$ cat src/ilp_pkg.sv
// Shared constants, control structs and a table-building function for the
// ink level pipeline. No dependencies.
`default_nettype none

package ilp_pkg;

  localparam int CH_W       = 8;
  localparam int IDX_W      = 8;
  localparam int TAB_DEPTH  = 1 << IDX_W;
  localparam int WEIGHT_W   = 16;
  localparam int LUM_STAGES = 3;

  localparam logic [WEIGHT_W-1:0] W_RED   = 16'd13933;
  localparam logic [WEIGHT_W-1:0] W_GREEN = 16'd46871;
  localparam logic [WEIGHT_W-1:0] W_BLUE  = 16'd4732;

  localparam logic [31:0] LIN_DEN = 32'd255;
  localparam logic [31:0] THR_DEN = 32'd510;

  typedef struct packed {
    logic s1;
    logic s2;
    logic s3;
  } lum_en_t;

  typedef struct packed {
    logic a;
    logic b;
  } step_en_t;

  // round(2^f * (n/d)^2.2), exact bisection on wide integers; elaboration only
  function automatic logic [31:0] fit_pow(input logic [31:0] n, input logic [31:0] d,
                                          input int f);
    logic [255:0] rhs;
    logic [255:0] lhs;
    logic [31:0]  lo;
    logic [31:0]  hi;
    logic [31:0]  mid;
    rhs = 256'd1;
    for (int i = 0; i < 11; i++) rhs = rhs * 256'(n);
    rhs = rhs << (5 * f + 5);
    lo = 32'd0;
    hi = 32'd1 << f;
    while (lo < hi) begin
      mid = lo + ((hi - lo + 32'd1) >> 1);
      lhs = 256'd1;
      for (int i = 0; i < 5; i++) lhs = lhs * 256'({mid[30:0], 1'b0} - 32'd1);
      for (int i = 0; i < 11; i++) lhs = lhs * 256'(d);
      if (lhs <= rhs) begin
        lo = mid;
      end else begin
        hi = mid - 32'd1;
      end
    end
    return lo;
  endfunction

endpackage

`default_nettype wire

$ cat src/ilp_step.sv
// One bit of the threshold search: threshold lookup and split multiply,
// then add and compare. Depends on ilp_pkg.
`default_nettype none

module ilp_step
  import ilp_pkg::*;
#(
  parameter int FRACTION_BITS = 16,
  parameter int STEP          = 0
) (
  input  logic                              clk,
  input  step_en_t                          en,
  input  logic [IDX_W-1:0]                  cur_i,
  input  logic [FRACTION_BITS+WEIGHT_W:0]   ink_i,
  input  logic [FRACTION_BITS+WEIGHT_W:0]   pap_i,
  output logic [IDX_W-1:0]                  cur_o,
  output logic [FRACTION_BITS+WEIGHT_W:0]   ink_o,
  output logic [FRACTION_BITS+WEIGHT_W:0]   pap_o
);

  localparam int LW     = FRACTION_BITS + 1;
  localparam int LUMW   = FRACTION_BITS + WEIGHT_W + 1;
  localparam int HALF   = LUMW / 2;
  localparam int HIW    = LUMW - HALF;
  localparam int PW     = LW + LUMW;
  localparam int BITPOS = IDX_W - 1 - STEP;
  localparam logic [IDX_W-1:0] STEP_BIT = IDX_W'(1) << BITPOS;

  typedef logic [TAB_DEPTH-1:0][LW-1:0] tab_t;

  function automatic tab_t build_thr();
    tab_t t;
    t[0] = '0;
    for (int i = 1; i < TAB_DEPTH; i++) begin
      t[i] = LW'(fit_pow(32'(2 * i - 1), THR_DEN, FRACTION_BITS));
    end
    return t;
  endfunction

  localparam tab_t THR_TAB = build_thr();

  logic [IDX_W-1:0]  idx_r, idx_nxt;
  logic [LW-1:0]     thr;
  logic [LW+HALF-1:0] pl_r, pl_nxt;
  logic [LW+HIW-1:0] ph_r, ph_nxt;
  logic [LUMW-1:0]   ink_a_r, pap_a_r;
  logic [PW-1:0]     prod, lim;
  logic              pass;
  logic [IDX_W-1:0]  cur_r, cur_nxt;
  logic [LUMW-1:0]   ink_b_r, pap_b_r;

  always_comb begin
    idx_nxt = cur_i | STEP_BIT;
    thr     = THR_TAB[idx_nxt];
    pl_nxt  = (LW+HALF)'(thr) * (LW+HALF)'(pap_i[HALF-1:0]);
    ph_nxt  = (LW+HIW)'(thr) * (LW+HIW)'(pap_i[LUMW-1:HALF]);
  end

  // threshold * paper <= ink * 2^F keeps this bit set
  always_comb begin
    prod    = {ph_r, {HALF{1'b0}}} + PW'(pl_r);
    lim     = PW'({ink_a_r, {FRACTION_BITS{1'b0}}});
    pass    = (prod <= lim);
    cur_nxt = pass ? idx_r : (idx_r & ~STEP_BIT);
  end

  always_ff @(posedge clk) begin
    if (en.a) begin
      idx_r   <= idx_nxt;
      pl_r    <= pl_nxt;
      ph_r    <= ph_nxt;
      ink_a_r <= ink_i;
      pap_a_r <= pap_i;
    end
    if (en.b) begin
      cur_r   <= cur_nxt;
      ink_b_r <= ink_a_r;
      pap_b_r <= pap_a_r;
    end
  end

  assign cur_o = cur_r;
  assign ink_o = ink_b_r;
  assign pap_o = pap_b_r;

endmodule

`default_nettype wire

$ cat config.mk
export PLATFORM = sky130hd
export DESIGN_NAME = ilp_step
export DESIGN_NICKNAME = d
export VERILOG_FILES = /design/src/ilp_pkg.sv /design/src/ilp_step.sv
export SDC_FILE = /design/constraint.sdc
export NUM_CORES = 2
export LEC_CHECK = 0
export ABC_AREA = 1
export BUFFER_PORTS_ARGS = -buffer_cell sky130_fd_sc_hd__buf_2
export CAP_MARGIN = 20
export CORE_ASPECT_RATIO = 0.7
export CORE_MARGIN = 3
export CORE_UTILIZATION = 50
export DETAILED_ROUTE_END_ITERATION = 10
export PLACE_DENSITY = 0.69
export SLEW_MARGIN = 15
export SYNTH_ARGS = -nofsm -noshare
export SYNTH_HDL_FRONTEND = slang
export SYNTH_SLANG_ARGS = --single-unit
export TNS_END_PERCENT = 10
$ cat constraint.sdc
create_clock -name clk -period 11.1 [get_ports clk]
set_input_delay 2.775 -clock clk [delete_from_list [all_inputs] [get_ports clk]]
set_output_delay 2.775 -clock clk [all_outputs]
set_load 0.03 [all_outputs]
* Word-level counts from Yosys, hierarchy flattened *
Memories as Yosys holds them, arrays and structs flattened.
Index checks and enable logic that the tools add are counted.

word-level totals
  memories = 1
  logic and storage cells = 16
  bits in read-only memories = 2176
  bits in latches = 0
  input port bits = 77
  output and inout port bits = 74
  register bits after elaboration = 214
  bits in writable memories = 0

memory list
  name              words  width  rd ports  clocked after Yosys merged registers in  write ports  RTL line        text
  (name not given)  128    17     1         0                                        0            ilp_step.sv:54  thr = THR_TAB[idx_nxt];

operators by class
  bitwise gates (word level) = 0
  divide/modulo/power cells = 0
  muxes and demuxes = 1
  $mul = 2
  reductions and logical operators = 0
  $lt $le $gt $ge = 2
  $add $sub $neg = 1
  equal/unequal tests = 0
  shift operators = 0

operators by type and width
  kind                  number
  $add A50 B33 Y50      1
  $le A50 B49 Y1        1
  $mul A17 B17 Y34      1
  $mul A17 B16 Y33      1
  $mux W17              1
  $lt A8 B9 Y1 const B  1

* Logic depth before layout (Yosys ltp) *
  word-level depth = 3
  gate-level depth with buffers = 37
  mapped depth without buffers = 35

* Worst setup path before layout *
OpenSTA, ideal clock, no wires.

  path type = input-to-reg
  from = input port cur_i[0]
  to = register ph_r[25], data pin
  cell stages on the path = 33
  data required time = 10.835 ns
  data arrival time = 9.207 ns
  setup time = 0.265 ns
  slack = 1.628 ns
  path buffers = 2
  path through = buf_2 -> inv_1 -> ha_1 -> nand2_1 -> inv_1 -> o21ai_0 -> nor2_1 -> a211oi_1 -> nand2_1 -> o211ai_2 -> nand2_2 -> inv_2 -> buf_4 -> nand2_1 -> fa_1 -> inv_1 -> fa_1 -> inv_1 -> fa_1 -> inv_1 -> fa_1 -> fa_1 -> inv_1 -> fa_1 -> inv_1 -> ha_1 -> nand2_1 -> nor2_1 -> nand4_1 -> o21ai_0 -> a21boi_0 -> o21ai_0 -> xor2_1

on the way
  word-level cells in the longest chain between the ends = 3

RTL lines
  element                         RTL line        text
  start, declared                 ilp_step.sv:13  input logic [IDX_W-1:0] cur_i,
  $mem_v2 Z128 W17                --
  $mux W17 (not written as such)  ilp_step.sv:54
  $mul A17 B17 Y34                ilp_step.sv:56  ph_nxt = (LW+HIW)'(thr) * (LW+HIW)'(pap_i[LUMW-1:HALF]);
  via ph_nxt[25]                  ilp_step.sv:45  logic [LW+HIW-1:0] ph_r, ph_nxt;
  end signal, assigned            ilp_step.sv:71  ph_r <= ph_nxt;
  end, declared                   ilp_step.sv:45

The timed path passes the listed nets, and every way through them passes these cells. The select of a mux whose other input is x is not followed.
A chain may end at the register's enable or synchronous reset.

* Worst setup path after layout *
  from = input port cur_i[2]
  to = register ph_r[25], data pin

Same word-level chain as after synthesis.

==> flow_summary.json <==
{
  "outcome": "complete, no violations",
  "worst_r2r_path_depth": 15,
  "die_h_um": 207,
  "gp_congestion": 0.986,
  "h-tree-depth": 1,
  "clk_pin_slew_ns": 0.06,
  "vias": 23300,
  "ys.flop_type": "edfxtp_1",
  "cpPeakStageDelay_ns": 0.54,
  "routed.top_layer": "met5",
  "drc": 0,
  "row_count": 73,
  "wl_met3_um": 10900,
  "ioPinCount": 151,
  "syn_area_mm2": 0.0289,
  "grt_usage_pct": 28.6,
  "cts_made_buffers": 24,
  "ys_types": 58,
  "synth_area_per_cell_um2": 8.75,
  "grt_pass1_wl_um": 135000,
  "wl_met1_um": 36600,
  "cap_violations": 0,
  "dp_hpwl_um": 67300,
  "postCtsSetupBuffers": 0,
  "clock_tree.buffer_depth": 3,
  "finalSetupViolations": 0,
  "skew_ns": 0.0388,
  "worst-path-max-fanout": 22,
  "synthCells": 3309,
  "drtIter0Drc": 2196,
  "start_kind": "input port",
  "wl_per_cell_um": 19.6,
  "hold_class": "register to register",
  "die_area_mm2": 0.0609,
  "fmax_mhz": 102,
  "rsz0062_at_grt": "no",
  "cp-end-kind": "register",
  "clock_latency_ns": 0.58,
  "grt_max_degree": 81,
  "tns_ns": 0,
  "nNetsFinal": 4306,
  "dr.pass1.iters": 6,
  "layout_commonest_cell": "inv_1",
  "numClockSinks": 214,
  "async_reset_ff_share_pct": 0,
  "crit_path_frequent_cell": "fa_1",
  "grt_pass1_vias": 23900,
  "synth_edf_count": 214,
  "seq_area_frac_synth_pct": 22.2,
  "core-area_mm2": 0.0570,
  "synth_nets": 4076,
  "worstMarginPinSlew_ns": 1.07,
  "worstPathRequired_ns": 11.39,
  "wl_um": 84600,
  "start_util_pct": 50.8,
  "wl_met2_um": 35000,
  "finalHoldViolations": 0,
  "min_period_ns": 9.81,
  "cts_root_buf": "clkbuf_16",
  "numPortBuffers": 149,
  "reg2reg_setup_slack_ns": 6.64,
  "ant_nets": 0,
  "synth_warnings": 0,
  "die_w_um": 294,
  "area_growth_pct": 10.8,
  "arrival_ns": 10.10,
  "critPathSlowestCell": "fa_1",
  "layout_common_cells": "752 x inv_1, 577 x nand2_1, 406 x fa_1, 341 x nor2_1, 284 x ha_1",
  "cts-resized-gates": 0,
  "critical_path_class": "input port to register",
  "drive_above_1_share_pct": 11.1,
  "avgViaCountPerCell": 5.42,
  "synth_seq_cells": 214,
  "cts_tree": "built",
  "hold_buffers": 0,
  "overflow": 0,
  "max_slew_margin_pct": 28.0,
  "antenna_found_initial": 2,
  "fin_crit_sh_pct": 88.4,
  "maxSlewViolCount": 0,
  "hold_path_depth": 0
}
flip-flops by register name, summed over array words and instances (netlist names):
| register | cells |
|---|---|
| pap_o | 33 |
| ink_a_r | 33 |
| pap_a_r | 33 |
| cur_o | 8 |
| ink_o | 33 |
| pl_r | 33 |
| ph_r | 34 |
| idx_r | 7 |
synthesized netlist by cell type, types with 3 or more instances:
library cell | count | share of area [%]
inv_1 | 752 | 9.8
a211oi_1 | 6 | 0.16
o2111ai_1 | 7 | 0.21
a21boi_0 | 5 | 0.13
nor4_1 | 6 | 0.13
o221ai_1 | 7 | 0.21
o21bai_1 | 13 | 0.34
nand2_4 | 3 | 0.12
inv_2 | 11 | 0.14
buf_6 | 17 | 0.66
nand4_1 | 19 | 0.41
o21ai_0 | 85 | 1.5
ha_1 | 284 | 12
buf_1 | 3 | 0.039
clkinv_1 | 7 | 0.091
buf_2 | 32 | 0.55
nand2_2 | 10 | 0.22
nand3_1 | 78 | 1.3
nor2_2 | 12 | 0.26
o21ai_1 | 10 | 0.17
xnor2_1 | 24 | 0.73
o21a_1 | 7 | 0.18
o22ai_1 | 3 | 0.065
nand3b_1 | 3 | 0.078
buf_4 | 12 | 0.31
a32oi_1 | 3 | 0.091
nor2_1 | 341 | 4.4
xor2_1 | 63 | 1.9
o211ai_1 | 16 | 0.42
edfxtp_1 | 214 | 22
nor2_4 | 3 | 0.12
nand2_1 | 577 | 7.5
fa_1 | 406 | 28
a21oi_1 | 158 | 2.7
nor3_1 | 23 | 0.40
clkbuf_1 | 34 | 0.44
a31oi_1 | 12 | 0.26
a21o_1 | 13 | 0.34
cells by family (layout without fill, tap and decap cells):
logic type,Yosys count,count (layout),synth area share (%)
AOI/OAI and AO/OA,367,367,7.65
xor gates and xnor gates,87,87,2.63
adders and majority gates,690,690,40.4
buffers and inverters,870,1115,12.0
DFF,214,214,22.2
other,0,1,0
and+or+nand+nor,1081,1081,15.1
critical path, delay by kind of cell:
| family | cells | cell delay, ns |
|---|---|---|
| adders and majority gates | 7 | 3.08 |
| AOI/OAI and AO/OA | 10 | 1.77 |
| buffers and inverters | 8 | 1.50 |
| and+or+nand+nor | 6 | 0.81 |
| xor gates and xnor gates | 1 | 0.16 |
metrics by stage:
step                hold WS, ns  instances  area [µm²]  utilization (%)  setup WS (ns)
global route              0.417       4304       32100             56.3          0.902
CTS                       0.406       4304       32100             56.3           1.45
floorplan                 0.400       3309       28900                -           1.63
global placement          0.401       4263       31300             54.9          0.890
detailed placement        0.405       4263       31300             54.9          0.885
finish                    0.399       4305       32100             56.3           1.29
layer usage:
metal | vias to the layer above | global-route usage [%]
met5 | - | 0
met3 | 138 | 9.71
met4 | 2 | 6.04
met2 | 1142 | 41.6
li1 | 10700 | -
met1 | 11400 | 41.6
worst paths after layout:
| kind | start | end |
|---|---|---|
| worst max-delay path | cur_i[2] | ph_r[25] |
| worst min-delay path | idx_r[3] | cur_o[3] |
| worst max register to register | pl_r[25] | cur_o[7] |
| worst min register to register | idx_r[3] | cur_o[3] |
cell type report:
cell class	instances	area, µm²
fillers	5217	24900
inverters	772	2900
diodes	1	2.50
well taps	750	938
clock inverters	15	175
flip-flops and latches	214	6430
multi-input cells	2225	19000
repair buffers	302	1980
clock buffers	26	608
Power is not shown: default switching activity piles up to over one toggle a cycle in this logic, so the estimate is an artifact.
